**config.mk**
```make
export PLATFORM = sky130hd
export DESIGN_NAME = rtsp_request_header_parser_top
export DESIGN_NICKNAME = d
export VERILOG_FILES = /design/src/hw/rtl/rhp_pkg.sv /design/src/hw/rtl/rhp_front.sv /design/src/hw/rtl/rhp_queue.sv /design/src/hw/rtl/rtsp_request_header_parser_top.sv
export VERILOG_INCLUDE_DIRS = /design/src /design/src/hw/rtl
export SDC_FILE = /design/constraint.sdc
export NUM_CORES = 1
export LEC_CHECK = 0
export ABC_AREA = 1
export BUFFER_PORTS_ARGS = -buffer_cell sky130_fd_sc_hd__buf_4
export CAP_MARGIN = 40
export CORE_UTILIZATION = 50
export DETAILED_ROUTE_END_ITERATION = 6
export PLACE_DENSITY = 0.63
export SYNTH_ARGS = -nofsm -noshare
export SYNTH_HDL_FRONTEND = slang
export SYNTH_SLANG_ARGS = --single-unit
```
**constraint.sdc**
```tcl
create_clock -name clk -period 9.4 [get_ports clk]
set_clock_uncertainty 0.15 [all_clocks]
set_input_delay 0.47 -clock clk [delete_from_list [all_inputs] [get_ports clk]]
set_output_delay 0.47 -clock clk [all_outputs]
set_load 0.02 [all_outputs]
```
**src/hw/rtl/rtsp_request_header_parser_top_defines.svh**
```systemverilog
// Assertion macros for the request header parser.
`ifndef RTSP_REQUEST_HEADER_PARSER_TOP_DEFINES_SVH
`define RTSP_REQUEST_HEADER_PARSER_TOP_DEFINES_SVH
`ifndef SYNTHESIS
`define RHP_ASSERT(label, clk, rst_n, prop, msg) \
	label: assert property (@(posedge clk) disable iff (!rst_n) prop) else $error(msg);
`define RHP_NEVER(label, clk, rst_n, cond, msg) \
	label: assert property (@(posedge clk) disable iff (!rst_n) !(cond)) else $error(msg);
`else
`define RHP_ASSERT(label, clk, rst_n, prop, msg)
`define RHP_NEVER(label, clk, rst_n, cond, msg)
`endif
`endif

```
**src/hw/rtl/rhp_pkg.sv**
```systemverilog
// Shared types and constants of the request header parser.
package rhp_pkg;
	localparam int LINE_LIMIT = 1023;
	localparam int LC_W = $clog2(LINE_LIMIT + 1);
	localparam logic [3:0] ST_OK = 4'd0;
	localparam logic [3:0] ST_BAD_METHOD = 4'd1;
	localparam logic [3:0] ST_METHOD_CHAR = 4'd2;
	localparam logic [3:0] ST_URL_CHAR = 4'd3;
	localparam logic [3:0] ST_PROTO = 4'd4;
	localparam logic [3:0] ST_HDR_CHAR = 4'd5;
	localparam logic [3:0] ST_NO_SPACE = 4'd6;
	localparam logic [3:0] ST_CSEQ = 4'd7;
	localparam logic [3:0] ST_TRANSPORT = 4'd8;
	localparam logic [3:0] ST_PORT = 4'd9;
	localparam logic [3:0] ST_LINE_LONG = 4'd10;

	typedef struct packed {
		logic [3:0] status;
		logic [2:0] method;
		logic [30:0] sequence_number;
		logic [15:0] rtp_port_low;
		logic [15:0] rtp_port_high;
		logic [9:0] url_length;
	} result_t;

	localparam int QDEPTH = 2;
endpackage

```
**src/hw/rtl/rhp_front.sv**
```systemverilog
// Front end: accepts request bytes and parses them into results.
module rhp_front (
	input  logic clk,
	input  logic arst_n,
	input  logic in_valid,
	input  logic func,
	input  logic [7:0] data_byte,
	output logic res_valid,
	output rhp_pkg::result_t res
);
	localparam logic [3:0] PH_METHOD = 4'd0;
	localparam logic [3:0] PH_URL = 4'd1;
	localparam logic [3:0] PH_PROTO = 4'd2;
	localparam logic [3:0] PH_HSTART = 4'd3;
	localparam logic [3:0] PH_HNAME = 4'd4;
	localparam logic [3:0] PH_HSPACE = 4'd5;
	localparam logic [3:0] PH_VOTHER = 4'd6;
	localparam logic [3:0] PH_VCSEQ = 4'd7;
	localparam logic [3:0] PH_TPREFIX = 4'd8;
	localparam logic [3:0] PH_PORTA = 4'd9;
	localparam logic [3:0] PH_PORTB = 4'd10;
	localparam logic [1:0] K_OTHER = 2'd0;
	localparam logic [1:0] K_CSEQ = 2'd1;
	localparam logic [1:0] K_TPORT = 2'd2;
	localparam logic [8*28-1:0] TPORT = {"RTP/AVP;unicast;client_", "port="};
	localparam logic [8*8-1:0] PROTO = "RTSP/1.0";

	logic [3:0] phase_q;
	logic [rhp_pkg::LC_W-1:0] lcount_q;
	logic cr_q;
	logic [4:0] idx_q;
	logic [4:0] cand_q;
	logic [2:0] mcode_q;
	logic [1:0] kind_q;
	logic [31:0] acc_q;
	logic [30:0] seq_q;
	logic [15:0] plo_q;
	logic [15:0] phi_q;
	logic [9:0] url_q;

	function automatic logic [7:0] kw_char(input logic [2:0] k, input logic [4:0] i);
		logic [8*8-1:0] s;
		logic [3:0] n;
		unique case (k)
			3'd0: begin s = {"OPTIONS", 8'h00}; n = 4'd7; end
			3'd1: begin s = "DESCRIBE"; n = 4'd8; end
			3'd2: begin s = {"SETUP", 24'h0}; n = 4'd5; end
			3'd3: begin s = {"PLAY", 32'h0}; n = 4'd4; end
			3'd4: begin s = "TEARDOWN"; n = 4'd8; end
			3'd5: begin s = {"cseq", 32'h0}; n = 4'd4; end
			3'd6: begin s = '0; n = 4'd9; end
			default: begin s = PROTO; n = 4'd8; end
		endcase
		if (k == 3'd6) begin
			kw_char = (i < 5'd9) ? 8'("transport" >> (8 * (8 - i))) : 8'h00;
		end else if ({1'b0, i} < {2'b0, n}) begin
			kw_char = s[8*(7-i[2:0]) +: 8];
		end else begin
			kw_char = 8'h00;
		end
	endfunction

	function automatic logic [4:0] kw_len(input logic [2:0] k);
		unique case (k)
			3'd0: kw_len = 5'd7;
			3'd1: kw_len = 5'd8;
			3'd2: kw_len = 5'd5;
			3'd3: kw_len = 5'd4;
			3'd4: kw_len = 5'd8;
			3'd5: kw_len = 5'd4;
			3'd6: kw_len = 5'd9;
			default: kw_len = 5'd8;
		endcase
	endfunction

	function automatic logic is_token(input logic [7:0] b);
		if (b < 8'd33 || b > 8'd126) begin
			is_token = 1'b0;
		end else begin
			case (b)
				"(", ")", "<", ">", "@", ",", ";", ":", "\\", 8'h22, "/", "[", "]",
				"?", "=", "{", "}": is_token = 1'b0;
				default: is_token = 1'b1;
			endcase
		end
	endfunction

	logic [3:0] phase_d;
	logic [rhp_pkg::LC_W-1:0] lcount_d;
	logic cr_d;
	logic [4:0] idx_d;
	logic [4:0] cand_d;
	logic [2:0] mcode_d;
	logic [1:0] kind_d;
	logic [31:0] acc_d;
	logic [30:0] seq_d;
	logic [15:0] plo_d;
	logic [15:0] phi_d;
	logic [9:0] url_d;
	logic emit;
	logic clear;
	logic [3:0] st;
	logic is_end;
	logic digit;
	logic [7:0] low;
	logic [35:0] prod;
	logic [4:0] idx_inc;
	logic [4:0] cand_m;
	logic [4:0] cand_h;
	logic [2:0] mfound;
	logic mhit;
	logic [4:0] tidx;

	always_comb begin
		is_end = (data_byte == 8'd13) || (data_byte == 8'd10);
		digit = (data_byte >= "0") && (data_byte <= "9");
		low = (data_byte >= "A" && data_byte <= "Z") ? data_byte + 8'd32 : data_byte;
		prod = {acc_q, 3'b000} + {2'b00, acc_q, 1'b0} + 36'(data_byte - "0");
		idx_inc = (idx_q < 5'd31) ? idx_q + 5'd1 : idx_q;
		for (int k = 0; k < 5; k++) begin
			cand_m[k] = cand_q[k] && idx_q < kw_len(3'(k)) && kw_char(3'(k), idx_q) == data_byte;
		end
		cand_h = '0;
		for (int k = 0; k < 2; k++) begin
			cand_h[k] = cand_q[k] && idx_q < kw_len(3'(k + 5)) && kw_char(3'(k + 5), idx_q) == low;
		end
		mfound = 3'd0;
		mhit = 1'b0;
		for (int k = 4; k >= 0; k--) begin
			if (cand_q[k] && idx_q == kw_len(3'(k))) begin
				mfound = 3'(k);
				mhit = 1'b1;
			end
		end
		tidx = 5'd27 - idx_q;
	end

	always_comb begin
		phase_d = phase_q; lcount_d = lcount_q; cr_d = cr_q; idx_d = idx_q; cand_d = cand_q;
		mcode_d = mcode_q; kind_d = kind_q; acc_d = acc_q; seq_d = seq_q; plo_d = plo_q;
		phi_d = phi_q; url_d = url_q;
		emit = 1'b0; clear = 1'b0; st = rhp_pkg::ST_OK;
		if (!in_valid) begin
		end else if (func) begin
			clear = 1'b1;
		end else if (cr_q && data_byte == 8'd10) begin
			cr_d = 1'b0;
		end else if (lcount_q >= rhp_pkg::LC_W'(rhp_pkg::LINE_LIMIT)) begin
			emit = 1'b1; clear = 1'b1; st = rhp_pkg::ST_LINE_LONG;
		end else begin
			cr_d = 1'b0;
			lcount_d = lcount_q + 1'b1;
			unique case (phase_q)
				PH_METHOD: begin
					if (data_byte == " ") begin
						if (!mhit) begin
							emit = 1'b1; clear = 1'b1; st = rhp_pkg::ST_BAD_METHOD;
						end else begin
							mcode_d = mfound; phase_d = PH_URL; lcount_d = '0;
						end
					end else if (data_byte >= "A" && data_byte <= "Z") begin
						cand_d = cand_m; idx_d = idx_inc;
					end else begin
						emit = 1'b1; clear = 1'b1; st = rhp_pkg::ST_METHOD_CHAR;
					end
				end
				PH_URL: begin
					if (data_byte == " ") begin
						phase_d = PH_PROTO; lcount_d = '0; idx_d = '0; cand_d = 5'd1;
					end else if (is_end) begin
						emit = 1'b1; clear = 1'b1; st = rhp_pkg::ST_URL_CHAR;
					end else if (url_q != 10'd1023) begin
						url_d = url_q + 10'd1;
					end
				end
				PH_PROTO: begin
					if (is_end) begin
						if (cand_q[0] && idx_q == 5'd8) begin
							phase_d = PH_HSTART; lcount_d = '0; idx_d = '0; cand_d = 5'd3;
							kind_d = K_OTHER; cr_d = (data_byte == 8'd13);
						end else begin
							emit = 1'b1; clear = 1'b1; st = rhp_pkg::ST_PROTO;
						end
					end else begin
						cand_d[0] = cand_q[0] && idx_q < 5'd8 &&
							PROTO[8*(7-idx_q[2:0]) +: 8] == data_byte;
						idx_d = idx_inc;
					end
				end
				PH_HSTART, PH_HNAME: begin
					if (is_end) begin
						if (phase_q != PH_HSTART) begin
							emit = 1'b1; clear = 1'b1; st = rhp_pkg::ST_HDR_CHAR;
						end else begin
							emit = 1'b1; clear = 1'b1; st = rhp_pkg::ST_OK;
							cr_d = (data_byte == 8'd13);
						end
					end else if (data_byte == ":") begin
						kind_d = K_OTHER;
						if (cand_q[0] && idx_q == 5'd4) kind_d = K_CSEQ;
						if (cand_q[1] && idx_q == 5'd9) kind_d = K_TPORT;
						phase_d = PH_HSPACE;
					end else if (is_token(data_byte)) begin
						cand_d = cand_h; idx_d = idx_inc; phase_d = PH_HNAME;
					end else begin
						emit = 1'b1; clear = 1'b1; st = rhp_pkg::ST_HDR_CHAR;
					end
				end
				PH_HSPACE: begin
					if (data_byte != " ") begin
						emit = 1'b1; clear = 1'b1; st = rhp_pkg::ST_NO_SPACE;
					end else begin
						acc_d = '0; idx_d = '0;
						if (kind_q == K_CSEQ) phase_d = PH_VCSEQ;
						else if (kind_q == K_TPORT) phase_d = PH_TPREFIX;
						else phase_d = PH_VOTHER;
					end
				end
				PH_VOTHER: begin
					if (is_end) begin
						phase_d = PH_HSTART; lcount_d = '0; idx_d = '0; cand_d = 5'd3;
						kind_d = K_OTHER; cr_d = (data_byte == 8'd13);
					end
				end
				PH_VCSEQ: begin
					if (is_end) begin
						seq_d = acc_q[30:0];
						phase_d = PH_HSTART; lcount_d = '0; idx_d = '0; cand_d = 5'd3;
						kind_d = K_OTHER; cr_d = (data_byte == 8'd13);
					end else if (digit && prod <= 36'h7FFFFFFF) begin
						acc_d = prod[31:0];
					end else begin
						emit = 1'b1; clear = 1'b1; st = rhp_pkg::ST_CSEQ;
					end
				end
				PH_TPREFIX: begin
					if (idx_q < 5'd28 && data_byte == TPORT[8*tidx +: 8]) begin
						idx_d = idx_q + 5'd1;
						if (idx_q == 5'd27) begin
							phase_d = PH_PORTA; acc_d = '0; idx_d = '0;
						end
					end else begin
						emit = 1'b1; clear = 1'b1; st = rhp_pkg::ST_TRANSPORT;
					end
				end
				PH_PORTA, PH_PORTB: begin
					if (digit) begin
						if (prod > 36'hFFFF) begin
							emit = 1'b1; clear = 1'b1; st = rhp_pkg::ST_PORT;
						end else begin
							acc_d = prod[31:0]; idx_d = 5'd1;
						end
					end else if (phase_q == PH_PORTA && data_byte == "-" && idx_q != '0) begin
						plo_d = acc_q[15:0]; acc_d = '0; idx_d = '0; phase_d = PH_PORTB;
					end else if (phase_q == PH_PORTB && is_end && idx_q != '0) begin
						phi_d = acc_q[15:0];
						phase_d = PH_HSTART; lcount_d = '0; idx_d = '0; cand_d = 5'd3;
						kind_d = K_OTHER; cr_d = (data_byte == 8'd13);
					end else begin
						emit = 1'b1; clear = 1'b1; st = rhp_pkg::ST_PORT;
					end
				end
				default: clear = 1'b1;
			endcase
		end
	end

	always_ff @(posedge clk or negedge arst_n) begin
		if (!arst_n) begin
			phase_q <= PH_METHOD; lcount_q <= '0; cr_q <= 1'b0; idx_q <= '0; cand_q <= 5'h1f;
			mcode_q <= '0; kind_q <= K_OTHER; acc_q <= '0; seq_q <= '0; plo_q <= '0;
			phi_q <= '0; url_q <= '0; res_valid <= 1'b0;
		end else begin
			res_valid <= emit;
			if (clear) begin
				phase_q <= PH_METHOD; lcount_q <= '0; cr_q <= cr_d && !func && st == rhp_pkg::ST_OK
					&& emit;
				idx_q <= '0; cand_q <= 5'h1f; mcode_q <= '0; kind_q <= K_OTHER; acc_q <= '0;
				seq_q <= '0; plo_q <= '0; phi_q <= '0; url_q <= '0;
			end else begin
				phase_q <= phase_d; lcount_q <= lcount_d; cr_q <= cr_d; idx_q <= idx_d;
				cand_q <= cand_d; mcode_q <= mcode_d; kind_q <= kind_d; acc_q <= acc_d;
				seq_q <= seq_d; plo_q <= plo_d; phi_q <= phi_d; url_q <= url_d;
			end
		end
	end

	always_ff @(posedge clk) begin
		if (emit) begin
			res.status <= st;
			if (st == rhp_pkg::ST_OK) begin
				res.method <= mcode_q; res.sequence_number <= seq_q;
				res.rtp_port_low <= plo_q; res.rtp_port_high <= phi_q;
				res.url_length <= url_q;
			end else begin
				res.method <= '0; res.sequence_number <= '0; res.rtp_port_low <= '0;
				res.rtp_port_high <= '0; res.url_length <= '0;
			end
		end
	end
endmodule

```
**src/hw/rtl/rhp_queue.sv**
```systemverilog
// Result queue between the parser and the output side.
`include "rtsp_request_header_parser_top_defines.svh"
module rhp_queue (
	input  logic clk,
	input  logic arst_n,
	input  logic wr_en,
	input  rhp_pkg::result_t wr_data,
	output logic almost_full,
	output logic empty,
	input  logic pop,
	output rhp_pkg::result_t rd_data
);
	localparam int AW = $clog2(rhp_pkg::QDEPTH + 2);
	localparam int DEPTH = rhp_pkg::QDEPTH + 2;
	rhp_pkg::result_t mem_q [DEPTH];
	logic [AW-1:0] wp_q;
	logic [AW-1:0] rp_q;
	logic [AW:0] cnt_q;
	logic do_pop;

	assign do_pop = pop && !empty;
	assign empty = (cnt_q == '0);
	assign almost_full = (cnt_q >= (AW + 1)'(rhp_pkg::QDEPTH));
	assign rd_data = mem_q[rp_q];

	always_ff @(posedge clk) begin
		if (wr_en) mem_q[wp_q] <= wr_data;
	end

	always_ff @(posedge clk or negedge arst_n) begin
		if (!arst_n) begin
			wp_q <= '0; rp_q <= '0; cnt_q <= '0;
		end else begin
			if (wr_en) wp_q <= (wp_q == AW'(DEPTH - 1)) ? '0 : wp_q + 1'b1;
			if (do_pop) rp_q <= (rp_q == AW'(DEPTH - 1)) ? '0 : rp_q + 1'b1;
			cnt_q <= cnt_q + (AW + 1)'(wr_en) - (AW + 1)'(do_pop);
		end
	end

	`RHP_NEVER(a_no_overflow, clk, arst_n, wr_en && cnt_q == (AW + 1)'(DEPTH) && !do_pop, "queue overflow")
	`RHP_ASSERT(a_pop_count, clk, arst_n, do_pop && !wr_en |=> cnt_q == $past(cnt_q) - 1'b1, "count mismatch")
	`RHP_ASSERT(a_push_nonempty, clk, arst_n, wr_en |=> !empty, "push lost")
endmodule

```
**src/hw/rtl/rtsp_request_header_parser_top.sv**
```systemverilog
// A result is registered in the front end, written into the result queue, and reaches the result ports at its head.
// Throughput: one byte per cycle while full is low; the front end parses each byte as it is accepted.
// The front stalls only when the four-entry result queue holds two or more results.
// Reset: arst_n clears the parser to the method phase and empties the queue.
module rtsp_request_header_parser_top (
	input  logic clk,
	input  logic arst_n,
	input  logic push,
	output logic full,
	input  logic func,
	input  logic [7:0] data_byte,
	output logic empty,
	input  logic pop,
	output logic [3:0] status,
	output logic [2:0] method,
	output logic [30:0] sequence_number,
	output logic [15:0] rtp_port_low,
	output logic [15:0] rtp_port_high,
	output logic [9:0] url_length
);
	logic res_valid;
	rhp_pkg::result_t res;
	rhp_pkg::result_t head;

	rhp_front u_front (
		.clk(clk), .arst_n(arst_n), .in_valid(push && !full), .func(func),
		.data_byte(data_byte), .res_valid(res_valid), .res(res)
	);

	rhp_queue u_queue (
		.clk(clk), .arst_n(arst_n), .wr_en(res_valid), .wr_data(res),
		.almost_full(full), .empty(empty), .pop(pop), .rd_data(head)
	);

	assign status = head.status;
	assign method = head.method;
	assign sequence_number = head.sequence_number;
	assign rtp_port_low = head.rtp_port_low;
	assign rtp_port_high = head.rtp_port_high;
	assign url_length = head.url_length;
endmodule

```
==> results.cfg <==
[critical_path]
critPathRequiredTime_ns = 9.78
critPathBufInv = 4
crit_slowest_cell = nand2_4
cp_top_family = simple AND/OR/NAND/NOR gates
crit_fanout = 64
arrival_ns = 6.25
rrSetupSlack_ns = 3.61
cpPeakStageDelay_ns = 0.62
critPathKind = in2reg
end_kind = register
worst_setup_path_start_kind = primary input
crit_top_cell = nand2_1

[clock_tree]
clk_latency_ns = 0.61
clkSinkCount = 543
clk_pin_slew_ns = 0.06
cts_root_buf = clkbuf_16
cts_tree = built
clockBufferDepth = 3
numCtsBuffers = 55
htree_num_levels = 2
cts_resized = 0

[global_route]
grt_util_all_layers = 0.268
grt_overflow = 0
antenna_found_initial = 0
grt_util_met3 = 0.0399
busiest_layer = met2
first_global_vias = 19800
gr-usage-met2 = 0.437
grt_max_degree = 84
grt_use_met1 = 0.377
grt_pass1_wl_um = 115000

[yosys]
ys_seq_elements = 543
avgSynthCellArea_um2 = 9.57
ys.flop_type = edfxtp_1
ys_seq_area_frac = 0.573
synth-warning-count = 0
synth_cell_types = 59
netlist_area_mm2 = 0.0272
synth_edf_count = 400
synth_nets = 2965
async_flop_share = 0.263
synthCells = 2847

[floorplan]
row_count = 85
ios = 95
initial_utilization = 0.506
core_mm2 = 0.0538
die_h_um = 235
die_x_um = 235
die-area_mm2 = 0.0554

[power_and_ir_drop]
p_int_mw = 5.34
p_per_area_mw_per_mm2 = 288
p_leak_nw = 12.4
swShare = 0.395
vdd_drop_max_v = 0.000212
seqPwrFrac = 0.360
fin_total_pwr_mw = 8.82
p_clk_frac = 0.254
netSwitchingPower_mw = 3.48
comb_power_share = 0.386

[timing]
rsz0062_at_grt = no
drv_slew = 0
tightest_slew_ns = 0.911
clock.fmax_mhz = 170
post-route-min-period_ns = 5.87
setup_viol_count_final = 0
relSlewSlack = 0.393
min_period_over_period = 0.624
worst_hold_slack_ns = 0.113
layout_setup_ws_ns = 3.53
hold_violations = 0
final.setup.tns_ns = 0

[placement]
dpl_cell_area_mm2 = 0.0287
post-place-ws_ns = 2.95
numPortBuffers = 94
place_inst = 3556
hpwl_um = 50900
gp_congestion = 0.950

[cells_and_area]
design_area_mm2 = 0.0306
final_layout_size_suffix_gt1_frac = 0.0914
final_nets = 3036
fin_util = 0.568
antennaDiodeCount = 0
final_common_cell = nand2_1
stdcell_count = 3661
areaGrowthSynthToFinish_pct = 12.3
final_cell_mix = nand2_1 (489), nor2_1 (410), edfxtp_1 (400)

[route]
vias = 20400
drc = 0
wl_per_cell_um = 20.2
via_per_inst = 5.57
postRouteAntennaNets = 0
wirelength_um = 73900
dr.pass1.iters = 6
drt_iter0_drc = 1680

[run_status]
status = finished, final reports clean

[min_path]
hold_path_class = in2reg

[flow_run]
drv_cap = 0
-- cells in the mapped netlist (5+ instances only) --
library cell | count | area [um^2]
nand3_1 | 108 | 541
inv_1 | 316 | 1190
nand3b_1 | 8 | 60.1
o31ai_1 | 5 | 37.5
ha_1 | 73 | 913
clkbuf_1 | 67 | 251
xor2_1 | 30 | 263
buf_4 | 5 | 37.5
o211ai_1 | 7 | 52.6
nand4_1 | 59 | 369
a31oi_1 | 6 | 37.5
o21bai_1 | 9 | 67.6
nand2_1 | 491 | 1840
buf_2 | 22 | 110
dfstp_2 | 5 | 131
nor4_1 | 13 | 81.3
fa_1 | 32 | 641
edfxtp_1 | 400 | 12000
nor3_1 | 39 | 195
o2111ai_1 | 8 | 70.1
inv_2 | 19 | 71.3
nor2_1 | 412 | 1550
or2_2 | 12 | 75.1
o21ai_1 | 71 | 355
o22ai_1 | 87 | 544
buf_6 | 12 | 135
a21oi_1 | 84 | 420
o21ai_0 | 253 | 1270
dfrtp_1 | 138 | 3450
-- metal layers --
| metal | vias to the layer above | share of wire |
|---|---|---|
| li1 | 9836 | - |
| met1 | 9888 | 0.45 |
| met2 | 569 | 0.47 |
| met3 | 99 | 0.056 |
| met4 | 0 | 0.022 |
| met5 | - | 0 |
-- cell families after synthesis --
group / after synthesis / synth area share
adders and majority gates: 105 / 0.0570
AOI/OAI and AO/OA: 552 / 0.112
and+or+nand+nor: 1164 / 0.179
buffers and inverters: 448 / 0.0669
DFF: 543 / 0.573
xor gates and xnor gates: 35 / 0.0119
-- cell type report --
| cell class | count | area (um^2) |
|---|---|---|
| clock buffers | 77 | 1540 |
| clock inverters | 27 | 328 |
| fillers | 4725 | 23200 |
| inverters | 338 | 1280 |
| multi-input cells | 1856 | 9850 |
| flip-flops and latches | 543 | 15600 |
| well taps | 696 | 871 |
| repair buffers | 124 | 1120 |
-- flip-flops by register name, summed over array words and instances, names as in the netlist --
signal and flops:
u_front.plo_q 16, u_queue.wp_q 2, u_front.mcode_q 3, u_front.lcount_q 10, u_front.cand_q 5, u_front.cr_q 1
u_front.phase_q 4, u_front.url_q 10, u_front.phi_q 16, u_queue.mem_q 320, u_front.seq_q 31, u_queue.rp_q 2
u_queue.cnt_q 3, u_front.res 80, u_front.acc_q 32, u_front.res_valid 1, u_front.idx_q 5, u_front.kind_q 2
-- power groups by stage --
stage               clock [mW]  combinational (mW)  sequential (mW)
floorplan                    0                2.29             3.09
global placement             0                3.30             3.22
detailed placement           0                3.39             3.22
CTS                       2.28                3.41             3.17
global route              2.38                3.74             3.20
finish                    2.24                3.40             3.17
-- worst register-to-register path: cells and delay by family, from the launching register on --
family / cells / cell delay [ns]
AND/OR/NAND/NOR: 8 / 1.98
buffers and inverters: 4 / 1.33
adder cells (fa/ha/maj): 2 / 0.87
AO/OA/AOI/OAI: 4 / 0.68
flip-flops: 1 / 0.60
XOR/XNOR: 1 / 0.11
-- timing repair --
action                                  4_1_cts  5_1_grt
buffers inserted                              0        0
hold buffers                                  1        0
hold endpoints to repair                     69        0
endpoints found under the setup margin        0        0
-- path summary, 6_finish.rpt --
kind / from / to / depth (start not counted)
worst min register to register: u_front.kind_q[0]$_DFFE_PN0P_ / u_front.kind_q[0]$_DFFE_PN0P_ / 2
worst max-delay path: data_byte[6] / u_front.acc_q[7]$_DFFE_PN0P_ / 26
max in group asynchronous: arst_n / u_front.seq_q[28]$_DFFE_PN0P_ / 4
min in group asynchronous: arst_n / u_front.url_q[2]$_DFFE_PN0P_ / 2
worst min-delay path: data_byte[0] / u_front.acc_q[0]$_DFFE_PN0P_ / 3
worst max register to register: u_front.idx_q[0]$_DFFE_PN0P_ / u_front.acc_q[7]$_DFFE_PN0P_ / 19
(Power assumes the default switching activity.)
